### src/rtl/assert_macros.svh
// assertion helpers shared by the rtl modules
// each expects clk and arst_n in the scope where it is used
`ifndef ASSERT_MACROS_SVH
`define ASSERT_MACROS_SVH

// property that must hold on every clock edge out of reset
`define ASSERT_ALWAYS(lbl, expr, msg) \
	lbl: assert property (@(posedge clk) disable iff (!arst_n) (expr)) else $error(msg);

// consequent must hold in the cycle after the antecedent
`define ASSERT_NEXT(lbl, ante, cons, msg) \
	lbl: assert property (@(posedge clk) disable iff (!arst_n) (ante) |=> (cons)) else $error(msg);

`endif

### src/rtl/pcx_pkg.sv
`timescale 1ns / 1ps
// ----------------------------------------------------------------------------
// pcx_pkg
// types, header offsets and control structs of the pcx run-length decoder
// ----------------------------------------------------------------------------
package pcx_pkg;

	localparam logic [7:0] HEADER_LEN  = 8'd128;
	localparam logic [1:0] RUN_MARK    = 2'b11;
	localparam logic [7:0] PLANES_ONE  = 8'd1;

	// header byte offsets
	localparam logic [7:0] HDR_XMIN_LO = 8'd4;
	localparam logic [7:0] HDR_XMIN_HI = 8'd5;
	localparam logic [7:0] HDR_YMIN_LO = 8'd6;
	localparam logic [7:0] HDR_YMIN_HI = 8'd7;
	localparam logic [7:0] HDR_XMAX_LO = 8'd8;
	localparam logic [7:0] HDR_XMAX_HI = 8'd9;
	localparam logic [7:0] HDR_YMAX_LO = 8'd10;
	localparam logic [7:0] HDR_YMAX_HI = 8'd11;
	localparam logic [7:0] HDR_PLANES  = 8'd65;
	localparam logic [7:0] HDR_BPL_LO  = 8'd66;
	localparam logic [7:0] HDR_BPL_HI  = 8'd67;

	typedef struct packed {
		logic [7:0] data_byte;
		logic       start_of_image;
	} pcx_in_t;

	typedef struct packed {
		logic [7:0]  pixel_value;
		logic [15:0] pixel_x;
		logic [15:0] pixel_y;
		logic        last_of_run;
		logic        bad_depth;
	} pcx_out_t;

	typedef enum logic {
		ST_IDLE,
		ST_RUN
	} pcx_state_t;

	typedef struct packed {
		logic take;
		logic emit;
		logic skip;
		logic finish;
	} pcx_cmd_t;

	typedef struct packed {
		logic starts_run;
		logic rem_zero;
		logic col_in_width;
		logic out_free;
	} pcx_sts_t;

	// inclusive extent of lo..hi, zero when the bounds are reversed
	function automatic logic [16:0] extent(input logic [15:0] lo, input logic [15:0] hi);
		logic [16:0] res;
		if (hi >= lo) begin
			res = {1'b0, hi} - {1'b0, lo} + 17'd1;
		end else begin
			res = '0;
		end
		return res;
	endfunction

endpackage

### src/rtl/pcx_ctrl.sv
`timescale 1ns / 1ps
// ----------------------------------------------------------------------------
// pcx_ctrl
// sequencer: takes one byte, then steps its pixels out while the output is free, one per cycle
// ----------------------------------------------------------------------------
`include "assert_macros.svh"

module pcx_ctrl (
	input  logic              clk,
	input  logic              arst_n,
	input  logic              in_valid,
	output logic              in_ready,
	input  pcx_pkg::pcx_sts_t sts,
	output pcx_pkg::pcx_cmd_t cmd
);

	pcx_pkg::pcx_state_t state_q, state_d;

	always_ff @(posedge clk or negedge arst_n) begin
		if (!arst_n) begin
			state_q <= pcx_pkg::ST_IDLE;
		end else begin
			state_q <= state_d;
		end
	end

	always_comb begin
		state_d = state_q;
		case (state_q)
			pcx_pkg::ST_IDLE: begin
				if (in_valid && sts.out_free && sts.starts_run) begin
					state_d = pcx_pkg::ST_RUN;
				end
			end
			pcx_pkg::ST_RUN: begin
				if (sts.rem_zero) begin
					state_d = pcx_pkg::ST_IDLE;
				end
			end
			default: state_d = pcx_pkg::ST_IDLE;
		endcase
	end

	always_comb begin
		in_ready   = 1'b0;
		cmd        = '0;
		case (state_q)
			pcx_pkg::ST_IDLE: begin
				in_ready = sts.out_free;
				cmd.take = in_valid && sts.out_free;
			end
			pcx_pkg::ST_RUN: begin
				if (sts.rem_zero) begin
					cmd.finish = 1'b1;
				end else if (!sts.col_in_width) begin
					// rest of the run falls past the width, just advance the column
					cmd.skip = 1'b1;
				end else begin
					cmd.emit = sts.out_free;
				end
			end
			default: begin
				in_ready = 1'b0;
			end
		endcase
	end

	`ASSERT_NEXT(a_run_after_take, cmd.take && sts.starts_run, state_q == pcx_pkg::ST_RUN, "run byte did not start emission")
	`ASSERT_ALWAYS(a_no_take_in_run, !(state_q == pcx_pkg::ST_RUN && in_ready), "input ready while emitting")

endmodule

### src/rtl/pcx_dpath.sv
`timescale 1ns / 1ps
// ----------------------------------------------------------------------------
// pcx_dpath
// header capture, run state, column and row counters and the output register
// ----------------------------------------------------------------------------
`include "assert_macros.svh"

module pcx_dpath (
	input  logic               clk,
	input  logic               arst_n,
	input  pcx_pkg::pcx_in_t   in_data,
	input  pcx_pkg::pcx_cmd_t  cmd,
	output pcx_pkg::pcx_sts_t  sts,
	output logic               out_valid,
	input  logic               out_ready,
	output pcx_pkg::pcx_out_t  out_data
);

	logic [7:0]  pos_q;
	logic [15:0] xmin_q;
	logic [15:0] ymin_q;
	logic [16:0] width_q;
	logic [16:0] height_q;
	logic [15:0] line_q;
	logic [16:0] col_q;
	logic [16:0] row_q;
	logic [5:0]  run_q;
	logic [5:0]  rem_q;
	logic        await_q;
	logic        halted_q;
	logic [7:0]  value_q;
	logic        out_valid_q;
	pcx_pkg::pcx_out_t out_q;

	logic [7:0]  byte_in;
	logic        hdr_done;
	logic        img_active;
	logic        is_run;
	logic [16:0] col_inc;
	logic        last_px;
	logic        bad_planes;

	assign byte_in    = in_data.data_byte;
	assign hdr_done   = pos_q >= pcx_pkg::HEADER_LEN;
	assign img_active = (row_q < height_q) && (line_q != 16'd0);
	assign is_run     = byte_in[7:6] == pcx_pkg::RUN_MARK;
	assign col_inc    = col_q + 17'd1;
	assign last_px    = (rem_q == 6'd1) || (col_inc >= width_q);
	assign bad_planes = cmd.take && !in_data.start_of_image && !halted_q && !hdr_done
		&& (pos_q == pcx_pkg::HDR_PLANES) && (byte_in != pcx_pkg::PLANES_ONE);

	always_comb begin
		sts.starts_run = 1'b0;
		if (!in_data.start_of_image && !halted_q && hdr_done && img_active) begin
			sts.starts_run = await_q || !is_run;
		end
		sts.rem_zero     = rem_q == 6'd0;
		sts.col_in_width = col_q < width_q;
		sts.out_free     = !out_valid_q || out_ready;
	end

	always_ff @(posedge clk or negedge arst_n) begin
		if (!arst_n) begin
			pos_q       <= '0;
			xmin_q      <= '0;
			ymin_q      <= '0;
			width_q     <= '0;
			height_q    <= '0;
			line_q      <= '0;
			col_q       <= '0;
			row_q       <= '0;
			run_q       <= '0;
			rem_q       <= '0;
			await_q     <= 1'b0;
			halted_q    <= 1'b0;
			out_valid_q <= 1'b0;
		end else begin
			if (out_valid_q && out_ready && !cmd.emit && !bad_planes) begin
				out_valid_q <= 1'b0;
			end

			if (cmd.take) begin
				if (in_data.start_of_image) begin
					// new file: this byte is header byte 0, which holds nothing we keep
					pos_q    <= 8'd1;
					xmin_q   <= '0;
					ymin_q   <= '0;
					width_q  <= '0;
					height_q <= '0;
					line_q   <= '0;
					col_q    <= '0;
					row_q    <= '0;
					run_q    <= '0;
					rem_q    <= '0;
					await_q  <= 1'b0;
					halted_q <= 1'b0;
				end else if (halted_q) begin
					pos_q <= pos_q;
				end else if (!hdr_done) begin
					pos_q <= pos_q + 8'd1;
					case (pos_q)
						pcx_pkg::HDR_XMIN_LO: xmin_q <= {8'd0, byte_in};
						pcx_pkg::HDR_XMIN_HI: xmin_q[15:8] <= byte_in;
						pcx_pkg::HDR_YMIN_LO: ymin_q <= {8'd0, byte_in};
						pcx_pkg::HDR_YMIN_HI: ymin_q[15:8] <= byte_in;
						pcx_pkg::HDR_XMAX_LO: width_q <= {9'd0, byte_in};
						pcx_pkg::HDR_XMAX_HI: width_q <= pcx_pkg::extent(xmin_q,
							{byte_in, width_q[7:0]});
						pcx_pkg::HDR_YMAX_LO: height_q <= {9'd0, byte_in};
						pcx_pkg::HDR_YMAX_HI: height_q <= pcx_pkg::extent(ymin_q,
							{byte_in, height_q[7:0]});
						pcx_pkg::HDR_PLANES: begin
							if (byte_in != pcx_pkg::PLANES_ONE) begin
								halted_q          <= 1'b1;
								out_valid_q       <= 1'b1;
								out_q.pixel_value <= '0;
								out_q.pixel_x     <= '0;
								out_q.pixel_y     <= '0;
								out_q.last_of_run <= 1'b1;
								out_q.bad_depth   <= 1'b1;
							end
						end
						pcx_pkg::HDR_BPL_LO: line_q <= {8'd0, byte_in};
						pcx_pkg::HDR_BPL_HI: line_q[15:8] <= byte_in;
						default: ;
					endcase
				end else if (img_active) begin
					if (await_q) begin
						await_q <= 1'b0;
						value_q <= byte_in;
						rem_q   <= run_q;
					end else if (is_run) begin
						run_q   <= byte_in[5:0];
						await_q <= 1'b1;
					end else begin
						value_q <= byte_in;
						rem_q   <= 6'd1;
					end
				end
			end

			if (cmd.emit) begin
				out_valid_q       <= 1'b1;
				out_q.pixel_value <= value_q;
				out_q.pixel_x     <= col_q[15:0];
				out_q.pixel_y     <= row_q[15:0];
				out_q.last_of_run <= last_px;
				out_q.bad_depth   <= 1'b0;
				rem_q             <= rem_q - 6'd1;
				col_q             <= col_inc;
			end

			if (cmd.skip) begin
				col_q <= col_q + {11'd0, rem_q};
				rem_q <= '0;
			end

			// line end is checked once the whole run is through
			if (cmd.finish && ({1'b0, line_q} <= col_q)) begin
				col_q <= '0;
				row_q <= row_q + 17'd1;
			end
		end
	end

	assign out_valid = out_valid_q;
	assign out_data  = out_q;

	`ASSERT_ALWAYS(a_bad_only_halted,
		!(out_valid_q && out_q.bad_depth) || (halted_q && out_q.pixel_x == 16'd0),
		"error result without halt")
	`ASSERT_ALWAYS(a_row_bound, row_q <= height_q, "row counter passed image height")

endmodule

### src/rtl/pcx_rle_image_decoder.sv
`timescale 1ns / 1ps
// ----------------------------------------------------------------------------
// pcx_rle_image_decoder
// pcx run-length decoder for 8-bit single-plane images
// ----------------------------------------------------------------------------
// Feed the file one byte per transaction, with start_of_image on its first
// byte. Header bytes, run-count bytes and dropped bytes are taken in the idle
// state and give no result; a bad plane count gives one error transaction and
// the rest of the file is dropped until the next start mark. A literal pixel
// byte or a colour byte is taken, then its pixels are emitted, then a finish
// step checks for line end. Pixels that fall past the width are stepped over
// in a single skip step, and a run count of zero emits nothing. The sequencer
// steps the run one pixel per cycle into the single output register while
// that register is free and closes it with a line-end step. Input is held off
// while a run is being emitted or the output register is full and not being
// taken.

module pcx_rle_image_decoder (
	input  logic              clk,
	input  logic              arst_n,
	input  logic              in_valid,
	output logic              in_ready,
	input  pcx_pkg::pcx_in_t  in_data,
	output logic              out_valid,
	input  logic              out_ready,
	output pcx_pkg::pcx_out_t out_data
);

	pcx_pkg::pcx_cmd_t cmd;
	pcx_pkg::pcx_sts_t sts;

	pcx_ctrl u_ctrl (
		.clk      (clk),
		.arst_n   (arst_n),
		.in_valid (in_valid),
		.in_ready (in_ready),
		.sts      (sts),
		.cmd      (cmd)
	);

	pcx_dpath u_dpath (
		.clk       (clk),
		.arst_n    (arst_n),
		.in_data   (in_data),
		.cmd       (cmd),
		.sts       (sts),
		.out_valid (out_valid),
		.out_ready (out_ready),
		.out_data  (out_data)
	);

endmodule

### config.mk
export PLATFORM = sky130hd
export DESIGN_NAME = pcx_rle_image_decoder
export DESIGN_NICKNAME = d
export VERILOG_FILES = /design/src/rtl/pcx_pkg.sv /design/src/rtl/pcx_ctrl.sv /design/src/rtl/pcx_dpath.sv /design/src/rtl/pcx_rle_image_decoder.sv
export VERILOG_INCLUDE_DIRS = /design/src /design/src/rtl
export SDC_FILE = /design/constraint.sdc
export NUM_CORES = 1
export LEC_CHECK = 0
export ABC_AREA = 1
export BUFFER_PORTS_ARGS = -buffer_cell sky130_fd_sc_hd__buf_2
export CAP_MARGIN = 40
export CORE_MARGIN = 2
export CORE_UTILIZATION = 50
export CTS_CLUSTER_SIZE = 30
export DETAILED_ROUTE_END_ITERATION = 10
export GPL_TIMING_DRIVEN = 1
export PLACE_DENSITY = 0.67
export SETUP_SLACK_MARGIN = 0.4
export SYNTH_ARGS = -nofsm -noshare
export SYNTH_HDL_FRONTEND = slang
export SYNTH_SLANG_ARGS = --single-unit
### constraint.sdc
create_clock -name clk -period 4.6 [get_ports clk]
set_input_delay 0.23 -clock clk [delete_from_list [all_inputs] [get_ports clk]]
set_output_delay 0.23 -clock clk [all_outputs]
set_load 0.03 [all_outputs]
==> results.md, run 1 <==
- Number of setup violations in the final report: 0
- Setup TNS: 0 ps
- Die H: around 170 um
- Slowest CP cell: nor2_4
- Via count normalized by instance count: around 5.6
- Total CTS buffers: 17
- Ant diodes: 0
- Synthesis-stage register bit count: 190
- Total power: 0.00493 W
- Fin crit share: 0.760
- Final ANT Viol Nets: 0
- Seq pwr share: 0.384
- RSZ-0062 raised after global routing: no
- Clock network power share: 0.314
- Slew margin rel.: 0.441
- Fraction of layout cells with a size suffix above 1: 0.0812
- XOR/XNOR Fraction of Synth Area: 0.0359
- WL/cell: 17.7 um
- H-tree depth: 4
- Core footprint: 26200 sq um
- DP Wirelength: between 20000 and 30000 um
- Status: complete, no violations
- Hold slack: 50.1 ps
- Worst Path Required: roughly 4700 ps
- Fin. max-slew vios: 0
- Leakage power: roughly 7.4 nW
- Max Fclk: around 290 MHz
- Initial detailed-routing violation count: 1083
- Max incr delay on CP: 520 ps
- Setup WS pre-CTS: about 1100 ps
- Total setup buffers inserted after CTS: 0
- Syn avg cell area: approximately 8.0 sq um
- # clock sinks: 190
- Vias: around 12000
- Synth Net Count: between 1500 and 2000
- Hold path depth: 1
- Worst path arrival time: 3610 ps
- Post-CTS sizing: 0
- Synth Area in Simple Gates: 0.242
- Peak supply drop: ~0.00019 V
- I/O Pins: 57
- Clock Path Buffers: 2
- Row Count: just under 60
- Post-synthesis cell area: about 13000 sq um
- Detailed Routing Iterations Pass 1: 7
- EDFF count, synth: 50
- Overflow after GRT: 0
- CP endpoint kind: flop
- Root Driver: clkbuf_16
- Largest net degree at the start of global routing: 62
- Adder-Cell Fraction of Synth Area: 0.161
- Internal: 0.00307 W
- Routed wire length: 37000 um
- Max cap viols: 0
- Complex-gate fraction of the synthesized area: 0.106
- Number of hold violations in the final report: 0
- PortBufs: 56
- Critical path class: flop to flop
- Clk slew on worst S/H paths: roughly 90 ps
- Final WS setup: roughly 1100 ps
- Mux cell area share after synthesis: 0
- Worst path cell trace: ha_1, a21oi_1, o21ai_0, a21oi_4, nand3_4, o21ai_0, inv_1, nor2_4, buf_4
- CP Launch Type: flop
- Slew @ Worst Pin: 838 ps
- Clk_skew: roughly 19 ps
- Most Frequent Cell on Critical Path: o21ai_0
- Initial Utilization: 0.513
- Logic pwr share: 0.302
- Fillers: about 2400
- Hold EP: u_dpath.value_q[3]
- Global Route Usage Sum: 0.268
- Main combinational cell family by area after synthesis: simple AND/OR/NAND/NOR gates
- Multi-input gate area: 7330 sq um
- Register Area: 5000 sq um
- Total net switching power: around 0.0019 W
- Worst-path fanout max: 35
- Worst reg-to-reg path cell count: 9
- Commonest register cell after synthesis: dfrtp_1
- Power density cells: between 300 and 400 nW/um^2
- Min Tclk post-route: 3500 ps
- Yosys cell types: between 40 and 50
- Vias in the first global route: ~11000
- Synth warn: 0
- First-pass GRT wire length: roughly 59000 um
- Synth-to-Final Area Change: 9.54%
- Die Area: 28200 sq um
- Clk_lat worst skew: about 450 ps
- Initial antenna violation count: 0
- HP Class: input pin to flop
- Switch share: 0.377
- R2R Path End: u_dpath.out_data[38]
- Post-Synthesis Cells: 1672
- Hold Crit Start: in_data[4]
- Die X: between 150 and 200 um
- Sequential-to-total area share from yosys stat: 0.373
- Residual DRC count: 0
- CTS tree: yes
- R2R Path Start: u_dpath.col_q[12]
- Reg2reg setup slack: approximately 1100 ps
- RePlAce Congestion: 0.949
- Async SR Flop Fraction: 0.737
- Critical path origin: u_dpath.col_q[12]
- Nets: around 1900
==> cell usage after synthesis, drive strengths merged (4+ instances only) <==
cell type | n | share of area
o21ai | 91 | 0.034
xor2 | 48 | 0.031
edfxtp | 50 | 0.11
a31oi | 5 | 0.0023
nand4 | 37 | 0.018
nand2 | 383 | 0.11
a21o | 10 | 0.0056
nand3 | 112 | 0.043
xnor2 | 7 | 0.0046
o21bai | 7 | 0.0039
inv | 261 | 0.073
nor3 | 35 | 0.016
fa | 17 | 0.025
buf | 16 | 0.0073
a21oi | 86 | 0.033
dfrtp | 140 | 0.26
clkbuf | 6 | 0.0017
nor4 | 9 | 0.0042
nor2 | 143 | 0.046
o211ai | 4 | 0.0022
ha | 146 | 0.14
o22ai | 46 | 0.021
==> repair_timing <==
| item | 4_1_cts | 5_1_grt |
|---|---|---|
| hold buffers | 1 | 0 |
| hold endpoints to repair | 35 | 0 |
| endpoints found under the setup margin | 0 | 0 |
==> per-layer routing <==
metal / vias up / GRT usage / wire (um)
met5: - / 0 / 0
met2: 408 / 0.412 / 16200
met4: 0 / 0.0609 / 510
met1: 5491 / 0.396 / 17700
met3: 43 / 0.0454 / 2560
li1: 5667 / - / -
==> worst max-delay path: cells and delay by family (launching register included) <==
family,cells,cell delay [ps]
buffers and inverters,2,530
adder cells (fa/ha/maj),1,360
flip-flops,1,460
AND/OR/NAND/NOR,2,930
AO/OA/AOI/OAI,4,860
==> stage by stage <==
stage	instances	utilization	cell area, sq um
floorplan	1672	-	13400
global placement	2049	0.538	14100
detailed placement	2050	0.538	14100
CTS	2083	0.561	14700
global route	2083	0.561	14700
finish	2083	0.561	14700
==> cell usage in the layout, fill, tap and decap left out, types with 3 or more instances in the layout <==
cell / synthesis / layout
xnor2_1: 7 / 7
a31oi_1: 5 / 5
buf_2: 12 / 56
nand4_1: 35 / 35
inv_1: 253 / 253
clkinv_8: 0 / 5
o21ai_0: 82 / 82
nor4_1: 9 / 9
o22ai_1: 46 / 46
nand2_4: 5 / 5
nor2_2: 5 / 5
fa_1: 17 / 17
nand2_1: 372 / 372
nor2_4: 5 / 6
inv_6: 0 / 3
nor3_1: 30 / 30
a21o_1: 10 / 10
xor2_1: 48 / 48
ha_1: 146 / 146
buf_4: 0 / 8
nor3_2: 3 / 3
edfxtp_1: 50 / 50
clkbuf_16: 0 / 17
dfrtp_1: 140 / 140
nor2_1: 131 / 130
nand3_1: 109 / 109
nand3b_1: 3 / 3
nand2_2: 6 / 6
a21oi_1: 85 / 85
o21bai_1: 7 / 7
o21ai_1: 9 / 9
inv_2: 7 / 7
o211ai_1: 4 / 4
==> area by class of cell <==
| type | count | area share |
|---|---|---|
| inverter | 262 | 0.0670 |
| sequential | 190 | 0.340 |
| clock inverter | 15 | 0.0128 |
| multi-input combinational | 1198 | 0.498 |
| tap | 335 | 0.0285 |
| clock buffer | 17 | 0.0289 |
| timing repair buffer | 66 | 0.0246 |
==> flip-flops by register name, summed over array words and instances, names as in the netlist, 6 cells and up <==
signal	count
u_dpath.ymin_q	16
u_dpath.width_q	17
u_dpath.out_data	42
u_dpath.run_q	6
u_dpath.pos_q	8
u_dpath.row_q	17
u_dpath.value_q	8
u_dpath.xmin_q	16
u_dpath.line_q	16
u_dpath.height_q	17
u_dpath.col_q	17
u_dpath.rem_q	6
==> how the worst max path moves through the flow <==
stage | depth (start not counted) | slack [ps] | to
2_1_floorplan | 9 | 710 | u_dpath.out_data[10]
3_3_place_gp | 14 | 1290 | u_dpath.out_data[40]
3_5_place_dp | 14 | 1140 | u_dpath.out_data[38]
4_1_cts | 9 | 1110 | u_dpath.out_data[38]
5_1_grt | 14 | 850 | u_dpath.out_data[38]
6_report | 9 | 1100 | u_dpath.out_data[38]
==> cells by family after synthesis <==
kind of cell,after synthesis
fa+ha+maj,163
simple gates,726
xor+xnor,55
compound gates,254
flops,190
buf+inv,284
==> power by group through the flow <==
stage	clock, W	combinational [W]	sequential (W)
finish	0.00155	0.00149	0.00189
global route	0.00162	0.00169	0.00190
CTS	0.00156	0.00147	0.00189
detailed placement	0	0.00145	0.00192
global placement	0	0.00144	0.00192
floorplan	0	0.00107	0.00190
(Power assumes the default switching activity.)
==> run 2: changes to the inputs <==
==> constraint.sdc (replaced) <==
create_clock -name clk -period 3.3 [get_ports clk]
set_input_delay 0.165 -clock clk [delete_from_list [all_inputs] [get_ports clk]]
set_output_delay 0.165 -clock clk [all_outputs]
set_load 0.03 [all_outputs]
==> run 2 against run 1 <==
Compared with the run above:
- worst hold slack worse by 35 ps
- fmax is 28% higher
- via count is 1.1% lower
- sequential cell count stayed put
- count of clock-buffer cells in the layout stayed put
- sequential share of layout area is 0.32 points lower
- total power is 40% higher
- global-route usage is 0.15 points lower
- register-to-register slack worse by 520 ps
- critical path type unchanged
- largest cell class unchanged
- largest power group unchanged
==> results.md, run 2 (synthesis results as in run 1) <==
- Vias in the first global route: 11336 (+2.3%)
- Total CTS buffers: 17 (unchanged)
- CP endpoint kind: flop
- Via count normalized by instance count: 5.49 (-1.5%)
- H-tree depth: 4 (unchanged)
- Ant diodes: 0 (unchanged)
- Overflow after GRT: 0 (unchanged)
- Initial detailed-routing violation count: 873 (-19%)
- Row Count: 59 (unchanged)
- Critical path class: flop to flop
- Fin. max-slew vios: 0 (unchanged)
- RePlAce Congestion: 0.933 (-1.7%)
- Min Tclk post-route: 2720 ps (-775 ps)
- CP bufs+invs: 1 (-1)
- Core footprint: 26200 sq um (unchanged)
- CP Launch Type: flop
- Setup TNS: 0 ps (unchanged)
- Max Used Layer: met4
- Fraction of layout cells with a size suffix above 1: 0.0887 (+0.00750)
- Met1 WL: 15500 um (-12%)
- Clk slew on worst S/H paths: 90 ps (about the same)
- Max incr delay on CP: 440 ps (-80 ps)
- Multi-input gate area: 7350 sq um (+0.32%)
- Vias: 11484 (-1.1%)
- Die H: 168 um (unchanged)
- Top delay family on crit path: simple AND/OR/NAND/NOR gates
- Die Area: 28200 sq um (unchanged)
- Total power: 0.00688 W (+40%)
- Residual DRC count: 0 (unchanged)
- Max Fclk: 367 MHz (+28%)
- Fin util: 0.567 (+0.00592)
- I/O Pins: 57 (unchanged)
- Slowest CP cell: dfrtp_2
- Clock Path Buffers: 2 (unchanged)
- RSZ-0062 raised after global routing: no
- Initial antenna violation count: 0 (unchanged)
- Global Route Usage Sum: 0.266 (-0.00154)
- Detailed Routing Iterations Pass 1: 7 (unchanged)
- Largest net degree at the start of global routing: 58 (-6.5%)
- CTS tree: yes
- Routed wire length: 36300 um (-1.7%)
- Commonest non-fill, non-tap cell in the layout: nand2_1
- Root Driver: clkbuf_16
- Slew margin rel.: 0.474 (+0.0331)
- Worst Path Required: 3510 ps (-1210 ps)
- Met3 WL: 1590 um (-38%)
- Clk_lat worst skew: 460 ps (about the same)
- Fin crit share: 0.825 (+0.0646)
- Status: complete, no violations
- Clk_skew: 22.8 ps (+3.89 ps)
- Die X: 168 um (unchanged)
- Peak supply drop: 0.000340 V (+83%)
- Worst-path fanout max: 6 (-83%)
- Power density cells: 462 nW/um^2 (+38%)
- Most frequent cells in the layout: 372 x nand2_1, 253 x inv_1, 144 x ha_1
- Max cap viols: 0 (unchanged)
- HP Class: input pin to flop
- Fillers: 2415 (-0.74%)
- Leakage power: 7.44 nW (+0.76%)
- Number of hold violations in the final report: 0 (unchanged)
- Number of setup violations in the final report: 0 (unchanged)
- PortBufs: 56 (unchanged)
- Synth-to-Final Area Change: 10.7%
- Max FFs per register: 42 (unchanged)
- Worst path cell trace: inv_1, nor3_2, nand2_1, nor2_2, nand3_1, xor2_1, ha_1, nand4_1, a21oi_1, nor2_1, nand4_1, o21ai_1, nand2_1
- DP Wirelength: 27500 um (-2.6%)
- Worst path arrival time: 2930 ps (-680 ps)
- First-pass GRT wire length: 58900 um (-0.85%)
- Register Area: 5010 sq um (about the same)
- Slew @ Worst Pin: 781 ps (-56.9 ps)
- WL/cell: 17.4 um (-2.2%)
- Nets: 1921 (+0.52%)
- # clock sinks: 190 (unchanged)
- Initial Utilization: 0.513 (unchanged)
- Met2 routed WL: 18300 um (+13%)
- Final ANT Viol Nets: 0 (unchanged)
==> run 2: cell count changes in the layout (fill, tap and decap cells not counted), sizes merged <==
cell / previous run / this run
inv: 268 / 271
dlygate4sd3: 1 / 5
buf: 65 / 71
clkinvlp: 1 / 0
clkinv: 8 / 6
==> run 2: layer usage <==
layer | track usage | up-vias
met3 | 0.0317 | 41
met1 | 0.331 | 5471
met5 | 0 | -
li1 | - | 5671
met4 | 0.0922 | 0
met2 | 0.478 | 301
==> run 2: layout make-up <==
class / instances / share of cell area
Timing Repair Buffer: 76 / 0.0311
Sequential cell: 190 / 0.337
Tap cell: 335 / 0.0282
Multi-Input combinational cell: 1198 / 0.495
Clock buffer: 17 / 0.0286
Inverter: 262 / 0.0663
Clock inverter: 15 / 0.0144
==> run 2: final timing paths <==
check	startpoint	end	slack (ps)	depth (start not counted)
max in group asynchronous	arst_n	u_dpath.width_q[7]	1930	3
worst max-delay path	u_dpath.col_q[2]	u_dpath.out_data[1]	580	13
worst min register to register	u_dpath.run_q[0]	u_dpath.run_q[0]	470	2
worst min-delay path	in_data[3]	u_dpath.value_q[2]	10	1
min in group asynchronous	arst_n	u_dpath.col_q[1]	220	2
worst max register to register	u_dpath.col_q[2]	u_dpath.out_data[1]	580	13
==> run 2: timing repair <==
action	4_1_cts	5_1_grt
setup buffers	0	3
resized for setup	0	10
setup endpoints to repair	0	3
endpoints found under the hold margin	53	0
hold buffers	5	0
==> run 2: metrics by stage <==
stage | worst slack, ps | cell area [sq um] | std cells | hold slack (ps)
2_1_floorplan | 542 | 13400 | 1672 | -131
3_3_place_gp | 523 | 14100 | 2052 | 160
5_1_grt | 396 | 14900 | 2093 | 1.95
6_report | 579 | 14900 | 2093 | 14.9
4_1_cts | 463 | 14800 | 2090 | 1.87
3_5_place_dp | 476 | 14100 | 2053 | 160
==> run 2: power breakdown <==
group | switching (W) | internal (W) | total [W]
logic | 0.00130 | 0.000719 | 0.00202
registers | 0.000113 | 0.00252 | 0.00264
clock network | 0.00115 | 0.00107 | 0.00222
